## config.mk

```make
export PLATFORM = sky130hd
export DESIGN_NAME = dsl_line_supervisor_unit_flat
export DESIGN_NICKNAME = d
export VERILOG_FILES = /design/src/hw/rtl/dls_pkg.sv /design/src/hw/rtl/dls_req_if.sv /design/src/hw/rtl/dls_rsp_if.sv /design/src/hw/rtl/dls_cfg_if.sv /design/src/hw/rtl/dls_cfg_regs.sv /design/src/hw/rtl/dls_line_fsm.sv /design/src/hw/rtl/dsl_line_supervisor_unit.sv /design/src/flat_wrapper.sv
export SDC_FILE = /design/constraint.sdc
export NUM_CORES = 1
export LEC_CHECK = 0
export ABC_AREA = 0
export BUFFER_PORTS_ARGS = -buffer_cell sky130_fd_sc_hd__buf_2
export CELL_PAD_IN_SITES_DETAIL_PLACEMENT = 1
export CELL_PAD_IN_SITES_GLOBAL_PLACEMENT = 2
export CORE_ASPECT_RATIO = 0.9
export CORE_UTILIZATION = 43
export CTS_CLUSTER_DIAMETER = 150
export DETAILED_ROUTE_END_ITERATION = 6
export PLACE_DENSITY_LB_ADDON = 0.2
export SYNTH_ARGS = -nofsm -noshare
export SYNTH_HDL_FRONTEND = slang
export SYNTH_SLANG_ARGS = --single-unit
```

## constraint.sdc

```tcl
create_clock -name i_clk -period 11.6 [get_ports i_clk]
set_input_delay 1.16 -clock i_clk [delete_from_list [all_inputs] [get_ports i_clk]]
set_output_delay 1.16 -clock i_clk [all_outputs]
set_load 0.02 [all_outputs]
```

## src/hw/rtl/dls_pkg.sv

```systemverilog
package dls_pkg;

    localparam int TIMER_BITS_DEF = 12;
    localparam int CFG_W          = 12;
    localparam int CFG_IDX_W      = 3;
    localparam int STATE_W        = 4;
    localparam int DEFECT_CNT     = 6;
    localparam int DEFECT_SIDE    = 3;

    localparam logic [2:0]       HOLDOFF_TICKS    = 3'd5;
    localparam logic [1:0]       DISORDERLY_TICKS = 2'd3;
    localparam int               RETRY_MIN_MS     = 5000;
    localparam logic [CFG_W-1:0] RETRY_MIN_TICKS  = CFG_W'(RETRY_MIN_MS / 1000);

    // line state codes
    localparam logic [STATE_W-1:0] ST_IDLE        = 4'd0;
    localparam logic [STATE_W-1:0] ST_ACTIVATING  = 4'd1;
    localparam logic [STATE_W-1:0] ST_L3          = 4'd2;
    localparam logic [STATE_W-1:0] ST_SHOW_L0     = 4'd3;
    localparam logic [STATE_W-1:0] ST_SHOW_L1     = 4'd5;
    localparam logic [STATE_W-1:0] ST_INIT        = 4'd6;
    localparam logic [STATE_W-1:0] ST_HANDSHAKE_B = 4'd8;
    localparam logic [STATE_W-1:0] ST_DISORDERLY  = 4'd9;
    localparam logic [STATE_W-1:0] ST_RETRY       = 4'd10;

    // configuration register indexes
    localparam logic [CFG_IDX_W-1:0] CFG_ACT_TIMEOUT  = 3'd0;
    localparam logic [CFG_IDX_W-1:0] CFG_INIT_TIMEOUT = 3'd1;
    localparam logic [CFG_IDX_W-1:0] CFG_RETRY_WAIT   = 3'd2;
    localparam logic [CFG_IDX_W-1:0] CFG_RETRY_ENABLE = 3'd3;
    localparam logic [CFG_IDX_W-1:0] CFG_LCD_TRIGGER  = 3'd4;
    localparam logic [CFG_IDX_W-1:0] CFG_LOS_TRIGGER  = 3'd5;

    localparam logic [CFG_W-1:0] ACT_TIMEOUT_RST  = 12'd300;
    localparam logic [CFG_W-1:0] INIT_TIMEOUT_RST = 12'd20;
    localparam logic [CFG_W-1:0] RETRY_WAIT_RST   = 12'd5;
    localparam logic             RETRY_ENABLE_RST = 1'b1;
    localparam logic [CFG_W-1:0] LCD_TRIGGER_RST  = 12'd15;
    localparam logic [CFG_W-1:0] LOS_TRIGGER_RST  = 12'd5;

    typedef enum logic [2:0] {
        EV_NONE         = 3'd0,
        EV_ACT_TIMEOUT  = 3'd1,
        EV_INIT_TIMEOUT = 3'd2,
        EV_DEFECT_SHUT  = 3'd3,
        EV_RETRY        = 3'd4
    } t_event;

    typedef struct packed {
        logic               req_type;
        logic [STATE_W-1:0] reported_state;
        logic               fm_data_ok;
        logic [2:0]         near_status;
        logic               near_los_change;
        logic [2:0]         far_status;
        logic               far_los_change;
    } t_req;

    typedef struct packed {
        logic [STATE_W-1:0] line_state;
        t_event             event_code;
        logic               request_idle;
        logic               request_start;
        logic               defects_polled;
    } t_rsp;

    typedef struct packed {
        logic [CFG_W-1:0] act_timeout_ticks;
        logic [CFG_W-1:0] init_timeout_ticks;
        logic [CFG_W-1:0] retry_wait_ticks;
        logic             retry_enable;
        logic [CFG_W-1:0] lcd_trigger_ticks;
        logic [CFG_W-1:0] los_trigger_ticks;
    } t_cfg;

endpackage

```

## src/hw/rtl/dls_req_if.sv

```systemverilog
interface dls_req_if;
    logic          valid;
    logic          ready;
    dls_pkg::t_req data;

    modport source (output valid, output data, input ready);
    modport sink   (input valid, input data, output ready);
endinterface

```

## src/hw/rtl/dls_rsp_if.sv

```systemverilog
interface dls_rsp_if;
    logic          valid;
    logic          ready;
    dls_pkg::t_rsp data;

    modport source (output valid, output data, input ready);
    modport sink   (input valid, input data, output ready);
endinterface

```

## src/hw/rtl/dls_cfg_if.sv

```systemverilog
interface dls_cfg_if;
    logic                            valid;
    logic                            ready;
    logic [dls_pkg::CFG_IDX_W-1:0]   index;
    logic [dls_pkg::CFG_W-1:0]       data;

    modport source (output valid, output index, output data, input ready);
    modport sink   (input valid, input index, input data, output ready);
endinterface

```

## src/hw/rtl/dls_cfg_regs.sv

```systemverilog
module dls_cfg_regs (
    input  logic                          i_clk,
    input  logic                          i_rst_n,
    input  logic                          i_wr,
    input  logic [dls_pkg::CFG_IDX_W-1:0] i_idx,
    input  logic [dls_pkg::CFG_W-1:0]     i_data,
    output dls_pkg::t_cfg                 o_cfg
);

    dls_pkg::t_cfg r_cfg;

    always_ff @(posedge i_clk) begin
        if (!i_rst_n) begin
            r_cfg.act_timeout_ticks  <= dls_pkg::ACT_TIMEOUT_RST;
            r_cfg.init_timeout_ticks <= dls_pkg::INIT_TIMEOUT_RST;
            r_cfg.retry_wait_ticks   <= dls_pkg::RETRY_WAIT_RST;
            r_cfg.retry_enable       <= dls_pkg::RETRY_ENABLE_RST;
            r_cfg.lcd_trigger_ticks  <= dls_pkg::LCD_TRIGGER_RST;
            r_cfg.los_trigger_ticks  <= dls_pkg::LOS_TRIGGER_RST;
        end else if (i_wr) begin
            unique case (i_idx)
                dls_pkg::CFG_ACT_TIMEOUT:  r_cfg.act_timeout_ticks  <= i_data;
                dls_pkg::CFG_INIT_TIMEOUT: r_cfg.init_timeout_ticks <= i_data;
                dls_pkg::CFG_RETRY_WAIT:   r_cfg.retry_wait_ticks   <= i_data;
                dls_pkg::CFG_RETRY_ENABLE: r_cfg.retry_enable       <= i_data[0];
                dls_pkg::CFG_LCD_TRIGGER:  r_cfg.lcd_trigger_ticks  <= i_data;
                dls_pkg::CFG_LOS_TRIGGER:  r_cfg.los_trigger_ticks  <= i_data;
                default: ;  // unmapped index
            endcase
        end
    end

    assign o_cfg = r_cfg;

endmodule

```

## src/hw/rtl/dls_line_fsm.sv

```systemverilog
module dls_line_fsm #(
    parameter int TIMER_BITS = dls_pkg::TIMER_BITS_DEF
) (
    input  logic          i_clk,
    input  logic          i_rst_n,
    input  logic          i_step,
    input  dls_pkg::t_req i_req,
    input  dls_pkg::t_cfg i_cfg,
    output dls_pkg::t_rsp o_rsp
);

    localparam int CW   = (TIMER_BITS > dls_pkg::CFG_W) ? TIMER_BITS : dls_pkg::CFG_W;
    localparam int NDEF = dls_pkg::DEFECT_CNT;
    localparam int NS   = dls_pkg::DEFECT_SIDE;

    typedef logic [TIMER_BITS-1:0] t_timer;

    logic [dls_pkg::STATE_W-1:0] r_state, n_state;
    t_timer                      r_act, n_act;
    t_timer                      r_init, n_init;
    t_timer                      r_retry, n_retry;
    logic [1:0]                  r_disord, n_disord;
    logic [2:0]                  r_holdoff, n_holdoff;
    t_timer                      r_persist [NDEF];
    t_timer                      n_persist [NDEF];

    t_timer                  act_inc, init_inc, retry_inc;
    logic [1:0]              disord_inc;
    logic [2:0]              holdoff_inc;
    logic [NDEF-1:0]         defect_on;
    t_timer                  bumped [NDEF];
    logic                    defect_hit;
    logic [dls_pkg::CFG_W-1:0] retry_wait;
    dls_pkg::t_event         ev;
    logic                    req_idle, req_start, polled;

    function automatic t_timer sat_inc(t_timer v);
        return (&v) ? v : v + t_timer'(1);
    endfunction

    function automatic logic reached(t_timer v, logic [dls_pkg::CFG_W-1:0] th);
        return CW'(v) >= CW'(th);
    endfunction

    assign act_inc     = sat_inc(r_act);
    assign init_inc    = sat_inc(r_init);
    assign retry_inc   = sat_inc(r_retry);
    assign disord_inc  = (&r_disord) ? r_disord : r_disord + 2'd1;
    assign holdoff_inc = (&r_holdoff) ? r_holdoff : r_holdoff + 3'd1;
    assign retry_wait  = (i_cfg.retry_wait_ticks > dls_pkg::RETRY_MIN_TICKS) ?
                         i_cfg.retry_wait_ticks : dls_pkg::RETRY_MIN_TICKS;

    // los counters also advance on the change bit
    assign defect_on = {i_req.far_status[2:1],
                        i_req.far_status[0] | i_req.far_los_change,
                        i_req.near_status[2:1],
                        i_req.near_status[0] | i_req.near_los_change};

    always_comb begin
        for (int k = 0; k < NDEF; k++) begin
            bumped[k] = defect_on[k] ? sat_inc(r_persist[k]) : '0;
        end
    end

    assign defect_hit = reached(bumped[0],      i_cfg.los_trigger_ticks) ||
                        reached(bumped[1],      i_cfg.lcd_trigger_ticks) ||
                        reached(bumped[2],      i_cfg.lcd_trigger_ticks) ||
                        reached(bumped[NS],     i_cfg.los_trigger_ticks) ||
                        reached(bumped[NS + 1], i_cfg.lcd_trigger_ticks) ||
                        reached(bumped[NS + 2], i_cfg.lcd_trigger_ticks);

    always_comb begin
        n_state   = r_state;
        n_act     = r_act;
        n_init    = r_init;
        n_retry   = r_retry;
        n_disord  = r_disord;
        n_holdoff = r_holdoff;
        for (int k = 0; k < NDEF; k++) begin
            n_persist[k] = r_persist[k];
        end
        ev        = dls_pkg::EV_NONE;
        req_idle  = 1'b0;
        req_start = 1'b0;
        polled    = 1'b0;

        if (i_req.req_type) begin
            n_state = i_req.reported_state;
        end else begin
            unique case (r_state) inside
                dls_pkg::ST_IDLE: begin
                    n_retry = '0;
                    n_act   = '0;
                end
                dls_pkg::ST_ACTIVATING: begin
                    n_act = act_inc;
                    if (reached(act_inc, i_cfg.act_timeout_ticks)) begin
                        ev      = dls_pkg::EV_ACT_TIMEOUT;
                        n_state = dls_pkg::ST_DISORDERLY;
                        n_act   = '0;
                    end
                end
                dls_pkg::ST_L3: ;
                [dls_pkg::ST_SHOW_L0:dls_pkg::ST_SHOW_L1]: begin
                    n_holdoff = holdoff_inc;
                    if (holdoff_inc >= dls_pkg::HOLDOFF_TICKS) begin
                        if (!i_req.fm_data_ok) begin
                            n_holdoff = '0;
                        end else begin
                            polled = 1'b1;
                            if (defect_hit) begin
                                ev      = dls_pkg::EV_DEFECT_SHUT;
                                n_state = dls_pkg::ST_DISORDERLY;
                                for (int k = 0; k < NDEF; k++) begin
                                    n_persist[k] = '0;
                                end
                            end else begin
                                for (int k = 0; k < NDEF; k++) begin
                                    n_persist[k] = bumped[k];
                                end
                            end
                        end
                    end
                end
                [dls_pkg::ST_INIT:dls_pkg::ST_HANDSHAKE_B]: begin
                    n_init = init_inc;
                    if (reached(init_inc, i_cfg.init_timeout_ticks)) begin
                        ev      = dls_pkg::EV_INIT_TIMEOUT;
                        n_init  = '0;
                        n_state = dls_pkg::ST_DISORDERLY;
                    end
                end
                dls_pkg::ST_DISORDERLY: begin
                    n_disord = disord_inc;
                    if (disord_inc >= dls_pkg::DISORDERLY_TICKS) begin
                        n_holdoff = '0;
                        n_disord  = '0;
                        req_idle  = 1'b1;
                        if (i_cfg.retry_enable) begin
                            n_state = dls_pkg::ST_RETRY;
                            n_retry = '0;
                        end
                    end
                end
                dls_pkg::ST_RETRY: begin
                    if (i_cfg.retry_enable) begin
                        n_retry = retry_inc;
                        if (reached(retry_inc, retry_wait)) begin
                            ev        = dls_pkg::EV_RETRY;
                            n_retry   = '0;
                            req_start = 1'b1;
                        end
                    end else begin
                        n_state = dls_pkg::ST_IDLE;
                    end
                end
                default: n_state = dls_pkg::ST_IDLE;  // undefined state code
            endcase
        end
    end

    always_ff @(posedge i_clk) begin
        if (!i_rst_n) begin
            r_state   <= dls_pkg::ST_IDLE;
            r_act     <= '0;
            r_init    <= '0;
            r_retry   <= '0;
            r_disord  <= '0;
            r_holdoff <= '0;
            for (int k = 0; k < NDEF; k++) begin
                r_persist[k] <= '0;
            end
        end else if (i_step) begin
            r_state   <= n_state;
            r_act     <= n_act;
            r_init    <= n_init;
            r_retry   <= n_retry;
            r_disord  <= n_disord;
            r_holdoff <= n_holdoff;
            for (int k = 0; k < NDEF; k++) begin
                r_persist[k] <= n_persist[k];
            end
        end
    end

    assign o_rsp.line_state     = n_state;
    assign o_rsp.event_code     = ev;
    assign o_rsp.request_idle   = req_idle;
    assign o_rsp.request_start  = req_start;
    assign o_rsp.defects_polled = polled;

endmodule

```

## src/hw/rtl/dsl_line_supervisor_unit.sv

```systemverilog
// dsl line supervisor
// i_req carries poll ticks (req_type 0) with near/far defect bits, or line state
// reports from the modem (req_type 1). every accepted request produces exactly
// one result on o_rsp: the new line state, an event code, idle/start requests
// to the modem and a flag telling whether defect bits were evaluated.
// i_cfg writes the timeout, retry and trigger registers by index; it is always
// ready and should only be used while no request is in flight.
// flow: an accepted request is held in the input register, is evaluated from
// there and lands in the result register, and is offered on o_rsp from then on.
// throughput: one request per cycle while o_rsp is not stalled; all state
// updates for one request are done in the evaluation between the input and
// result registers.
// when o_rsp is stalled the result register holds, the input register keeps
// one more request, and i_req.ready drops once both are full.
// reset (synchronous, active low) returns the line to idle, clears all timers
// and persistence counters and loads the default register values.
module dsl_line_supervisor_unit #(
    parameter int TIMER_BITS = dls_pkg::TIMER_BITS_DEF
) (
    input  logic      i_clk,
    input  logic      i_rst_n,
    dls_req_if.sink   i_req,
    dls_rsp_if.source o_rsp,
    dls_cfg_if.sink   i_cfg
);

    dls_pkg::t_cfg cfg;
    dls_pkg::t_rsp core_rsp;

    logic          r_s1_valid;
    dls_pkg::t_req r_s1_req;
    logic          r_out_valid;
    dls_pkg::t_rsp r_out_rsp;
    logic          step;
    logic          in_fire;

    assign step    = r_s1_valid && (!r_out_valid || o_rsp.ready);
    assign in_fire = i_req.valid && i_req.ready;

    assign i_req.ready = !r_s1_valid || step;
    assign i_cfg.ready = 1'b1;

    dls_cfg_regs u_cfg (
        .i_clk   (i_clk),
        .i_rst_n (i_rst_n),
        .i_wr    (i_cfg.valid && i_cfg.ready),
        .i_idx   (i_cfg.index),
        .i_data  (i_cfg.data),
        .o_cfg   (cfg)
    );

    dls_line_fsm #(
        .TIMER_BITS (TIMER_BITS)
    ) u_fsm (
        .i_clk   (i_clk),
        .i_rst_n (i_rst_n),
        .i_step  (step),
        .i_req   (r_s1_req),
        .i_cfg   (cfg),
        .o_rsp   (core_rsp)
    );

    always_ff @(posedge i_clk) begin
        if (!i_rst_n) begin
            r_s1_valid  <= 1'b0;
            r_out_valid <= 1'b0;
        end else begin
            if (in_fire) begin
                r_s1_valid <= 1'b1;
            end else if (step) begin
                r_s1_valid <= 1'b0;
            end
            if (step) begin
                r_out_valid <= 1'b1;
            end else if (o_rsp.ready) begin
                r_out_valid <= 1'b0;
            end
        end
    end

    always_ff @(posedge i_clk) begin
        if (in_fire) begin
            r_s1_req <= i_req.data;
        end
        if (step) begin
            r_out_rsp <= core_rsp;
        end
    end

    assign o_rsp.valid = r_out_valid;
    assign o_rsp.data  = r_out_rsp;

    // a held request is never dropped while the result side is stalled
    a_s1_hold: assert property (@(posedge i_clk) disable iff (!i_rst_n)
        r_s1_valid && !step |=> r_s1_valid && $stable(r_s1_req))
        else $error("input register lost a request under stall");

    a_start_is_retry: assert property (@(posedge i_clk) disable iff (!i_rst_n)
        r_out_valid && r_out_rsp.request_start |->
            r_out_rsp.event_code == dls_pkg::EV_RETRY &&
            r_out_rsp.line_state == dls_pkg::ST_RETRY)
        else $error("start request outside a completed retry");

    a_shutdown_polled: assert property (@(posedge i_clk) disable iff (!i_rst_n)
        r_out_valid && r_out_rsp.event_code == dls_pkg::EV_DEFECT_SHUT |->
            r_out_rsp.defects_polled &&
            r_out_rsp.line_state == dls_pkg::ST_DISORDERLY)
        else $error("defect shutdown without a defect poll");

    a_idle_req_state: assert property (@(posedge i_clk) disable iff (!i_rst_n)
        r_out_valid && r_out_rsp.request_idle |->
            r_out_rsp.line_state == dls_pkg::ST_RETRY ||
            r_out_rsp.line_state == dls_pkg::ST_DISORDERLY)
        else $error("idle request from an unexpected state");

endmodule

```

## src/flat_wrapper.sv

```systemverilog
// flat-port wrapper written by rule: the top's interface ports become plain ports
module dsl_line_supervisor_unit_flat 
#(
    parameter int TIMER_BITS = dls_pkg::TIMER_BITS_DEF
)
  (i_clk, i_rst_n, i_req_valid, i_req_data, i_req_ready, o_rsp_valid, o_rsp_data, o_rsp_ready, i_cfg_valid, i_cfg_index, i_cfg_data, i_cfg_ready);
  dls_req_if i_req_i ();
  dls_rsp_if o_rsp_i ();
  dls_cfg_if i_cfg_i ();
  input  logic i_clk;
  input  logic i_rst_n;
  input wire logic [$bits(i_req_i.valid)-1:0] i_req_valid;
  input wire logic [$bits(i_req_i.data)-1:0] i_req_data;
  output wire logic [$bits(i_req_i.ready)-1:0] i_req_ready;
  output wire logic [$bits(o_rsp_i.valid)-1:0] o_rsp_valid;
  output wire logic [$bits(o_rsp_i.data)-1:0] o_rsp_data;
  input wire logic [$bits(o_rsp_i.ready)-1:0] o_rsp_ready;
  input wire logic [$bits(i_cfg_i.valid)-1:0] i_cfg_valid;
  input wire logic [$bits(i_cfg_i.index)-1:0] i_cfg_index;
  input wire logic [$bits(i_cfg_i.data)-1:0] i_cfg_data;
  output wire logic [$bits(i_cfg_i.ready)-1:0] i_cfg_ready;
  assign i_req_i.valid = i_req_valid;
  assign i_req_i.data = i_req_data;
  assign i_req_ready = i_req_i.ready;
  assign o_rsp_valid = o_rsp_i.valid;
  assign o_rsp_data = o_rsp_i.data;
  assign o_rsp_i.ready = o_rsp_ready;
  assign i_cfg_i.valid = i_cfg_valid;
  assign i_cfg_i.index = i_cfg_index;
  assign i_cfg_i.data = i_cfg_data;
  assign i_cfg_ready = i_cfg_i.ready;
  dsl_line_supervisor_unit #(.TIMER_BITS(TIMER_BITS)) u_core (.i_clk(i_clk), .i_rst_n(i_rst_n), .i_req(i_req_i), .o_rsp(o_rsp_i), .i_cfg(i_cfg_i));
endmodule
```

==> run summary <==
### Power and ir drop
- 0.1159 mV — maximum resistive drop on vdd
- 118.6 nW/um2 — power density of the placed cells
- 5.547 nW — Leakage Power

### Layout
- 1,607 — post-layout net count
- 5045 um2 — total area of sequential cells
- 3,439 — Layout fillers
- 7.342% — share of cells above drive strength 1
- nand2_1 — most frequent standard cell in the layout excluding fill and tap cells
- 10.23% — area growth from synthesis to layout
- 1,867 — fin cells
- 48.53% — Finished Core Util
- 7283 um2 — area taken by multi-input logic gates
- 0 — count of antenna diodes in the layout
- nand2_1 (197), ha_1 (119), dfxtp_1 (108) — highest-count cells in the layout ignoring fill and taps

### Worst setup path
- 38 — Worst Path Max Fanout
- register to register — class of the most critical setup path
- 11.99 ns — critical path data required time
- register — Crit. End Element
- 5.53 ns — arrival time of the worst setup path
- register — CP startpoint kind

### Timing
- 0.4656 ns — final-layout worst hold slack
- 0.01559 ns — final worst clock skew
- 0.1943 GHz — maximum frequency from static timing analysis
- 0 — number of max-slew violations in the final report
- 34.60% — normalized max-slew margin
- 0 — Final Setup Violations
- 5.147 ns — time the worst path needs with I/O delays and setup
- false — RSZ-0062 raised after global routing
- 44.37% — portion of the clock cycle consumed by the worst path in the final layout
- 0 — number of hold-slack violations in the final timing report
- 0.9773 ns — actual transition at the worst max-transition pin
- 0 ns — final-layout setup total negative slack

### Detailed routing
- 5 — number of iterations in the first detailed-routing pass
- 0 — antenna viol nets, final
- 0 — Remaining DRCs
- 34,260 um — Total Routed Length
- 18.35 um — mean routed wirelength per cell
- 636 — number of DRC markers in iteration 0
- 10,430 — DR vias
- 5.585 — via density per instance

### Clock network
- 24 — CTS Buf Count
- 0.53 ns — insertion delay to the later sink of the worst-skew pair
- 0 — cts-stage hold buffer count
- 204 — Clock Sinks
- 3 — Max Root-Sink Buffers
- 0.06 ns — clock edge transition at the registers on the reported setup and hold paths
- 1 — deepest level of the CTS H-tree
- 0 — number of post-CTS setup repair buffers
- clkbuf_16 — Root Buffer
- 0 — total of cells resized after clock tree synthesis
- done — TritonCTS clock tree

### Floorplan
- 183.9 um — die span in x
- 47 — number of ports placed on the die boundary
- 44.02% — Initial Utilization
- 165.7 um — Die H
- 30,470 um2 — area of the die
- 29,090 um2 — core region area
- 59 — cell row count

### Global route
- 56,300 um — global-route wire length before repair
- 0 — total gr overflow
- 0 — antenna violations before repair
- 10,690 — vias in the first global route
- 23.03% — all-layer global routing usage
- 89 — pin count of the biggest net entering global routing

### Run
- 0 — max capacitance violation total

### Synth
- 96 — number of enable-type register cells in the synthesized netlist
- 39.40% — share of the yosys chip area belonging to registers
- dfxtp_1 — Synth Flop Type
- 0 — Syn. warnings
- 22.51% — top-area cell type share of the netlist area
- edfxtp_1 (23%), dfxtp_1 (17%), ha_1 (12%) — cell types with the largest area share after synthesis
- 8.961 um2 — mean instance size in the synthesized netlist
- 0% — proportion of synthesized flip-flops having asynchronous set or reset
- 12,800 um2 — cell area after synthesis
- 1,582 — Post-Synthesis Net Count
- edfxtp_1 — cell type with the largest total area after synthesis
- 69 — number of distinct library cells after synthesis
- 1,429 — Post-Syn Instances
- 204 — #FFs+latches synth

### Placement
- 0.8593 — GPL Wtd Cong
- 1,824 — total placed cells including tap cells
- 45 — Port Buf Inserts
- 24,830 um — DP HPWL

### Worst hold path
- register to register — path class of the lowest-slack min-delay path

### Run status
- completed — result of the run

## final timing paths
path	end	from	depth (start not counted)	slack, ns
setup / recovery	u_core.u_fsm.r_persist[2][1]	u_core.u_fsm.r_persist[2][3]	16	6.45
hold / removal	u_core.u_cfg.o_cfg[11]	u_core.u_cfg.o_cfg[11]	2	0.47
setup reg to reg	u_core.u_fsm.r_persist[2][1]	u_core.u_fsm.r_persist[2][3]	16	6.45
hold reg to reg	u_core.u_cfg.o_cfg[11]	u_core.u_cfg.o_cfg[11]	2	0.47
## registers in the layout, summed over array words and instances (netlist names)
| name | count |
|---|---|
| u_core.u_fsm.r_persist | 72 |
| u_core.u_cfg.o_cfg | 61 |
| u_core.r_s1_req | 14 |
| u_core.u_fsm.r_act | 12 |
| u_core.u_fsm.r_init | 12 |
| u_core.u_fsm.r_retry | 12 |
| u_core.o_rsp.data | 10 |
| u_core.u_fsm.r_state | 4 |
| u_core.u_fsm.r_holdoff | 3 |
| u_core.u_fsm.r_disord | 2 |
| u_core.o_rsp.valid | 1 |
| u_core.r_s1_valid | 1 |
## worst max-delay path, stage by stage, from the launching register on
cell and delay, ns:
edfxtp_1 0.40, and3_1 0.22, and3_1 0.19, and3_1 0.23, nand2_1 0.08, or2_2 0.40
xor2_1 0.17, nand2_1 0.09, ha_1 0.31, nand2b_1 0.14, a2111o_1 0.42, a311oi_1 0.26
o2111ai_1 0.21, nor4_4 0.52, nand3_4 0.52, inv_2 0.61, and2_1 0.21
## per-layer routing
| metal | track usage (%) | part of all wire, % | wire length, um |
|---|---|---|---|
| met1 | 33.53 | 51 | 17380 |
| met2 | 36.22 | 44 | 15090 |
| met3 | 3.034 | 3.4 | 1172 |
| met4 | 4.928 | 1.8 | 609 |
| met5 | 0 | 0 | 0 |
## cells in the mapped netlist, types with 13 or more instances
library cell and n:
xor2_1 41, a31oi_1 17, nor3b_1 13, nand2_1 197, a22oi_1 15, a21boi_0 60
edfxtp_1 96, nor2b_1 42, nand3_1 54, dfxtp_1 108, ha_1 119, a211oi_1 14
nor3_1 44, and2_1 49, nor2_1 86, xnor2_1 26, o211ai_1 13, a21oi_1 59
a21o_1 19, and3_1 35, nand4_1 38, clkbuf_1 45, inv_1 68, o21ai_0 48
## where the power goes
part	internal [W]	switching [W]	leakage, nW	total (W)
Clock	0.000436	0.000309	0.373	0.000745
Combinational	0.0000493	0.0000889	3.32	0.000138
Sequential	0.000773	0.0000186	1.85	0.000791
Total	0.00126	0.000417	5.55	0.00167
## cell type report
cell class                      count  share of cell area (%)
Sequential cell                   204                   35.74
Inverter                           70                   1.862
Clock inverter                      7                  0.4344
Tap cell                          396                   3.510
Timing Repair Buffer               51                   1.915
Clock buffer                       36                   4.937
Multi-Input combinational cell   1103                   51.60
## through the flow
stage	setup WS, ns	area (um2)	power [W]
floorplan	5.025	12800	0.0008933
global placement	6.586	13360	0.0009403
detailed placement	6.437	13360	0.0009446
CTS	6.427	14110	0.001695
global route	6.044	14110	0.001740
finish	6.453	14110	0.001675
## cell families (layout without fill, tap and decap cells)
| kind of cell | count (synthesis) | after routing | synth area share (%) |
|---|---|---|---|
| simple gates | 606 | 606 | 23.72 |
| fa+ha+maj | 119 | 119 | 11.63 |
| compound gates | 296 | 296 | 15.70 |
| mux | 14 | 14 | 1.124 |
| buf+inv | 122 | 164 | 3.811 |
| xor+xnor | 67 | 67 | 4.583 |
| flops | 204 | 204 | 39.40 |
| other cells | 1 | 1 | 0.02929 |
No activity file was read; power rests on OpenSTA's default activity.
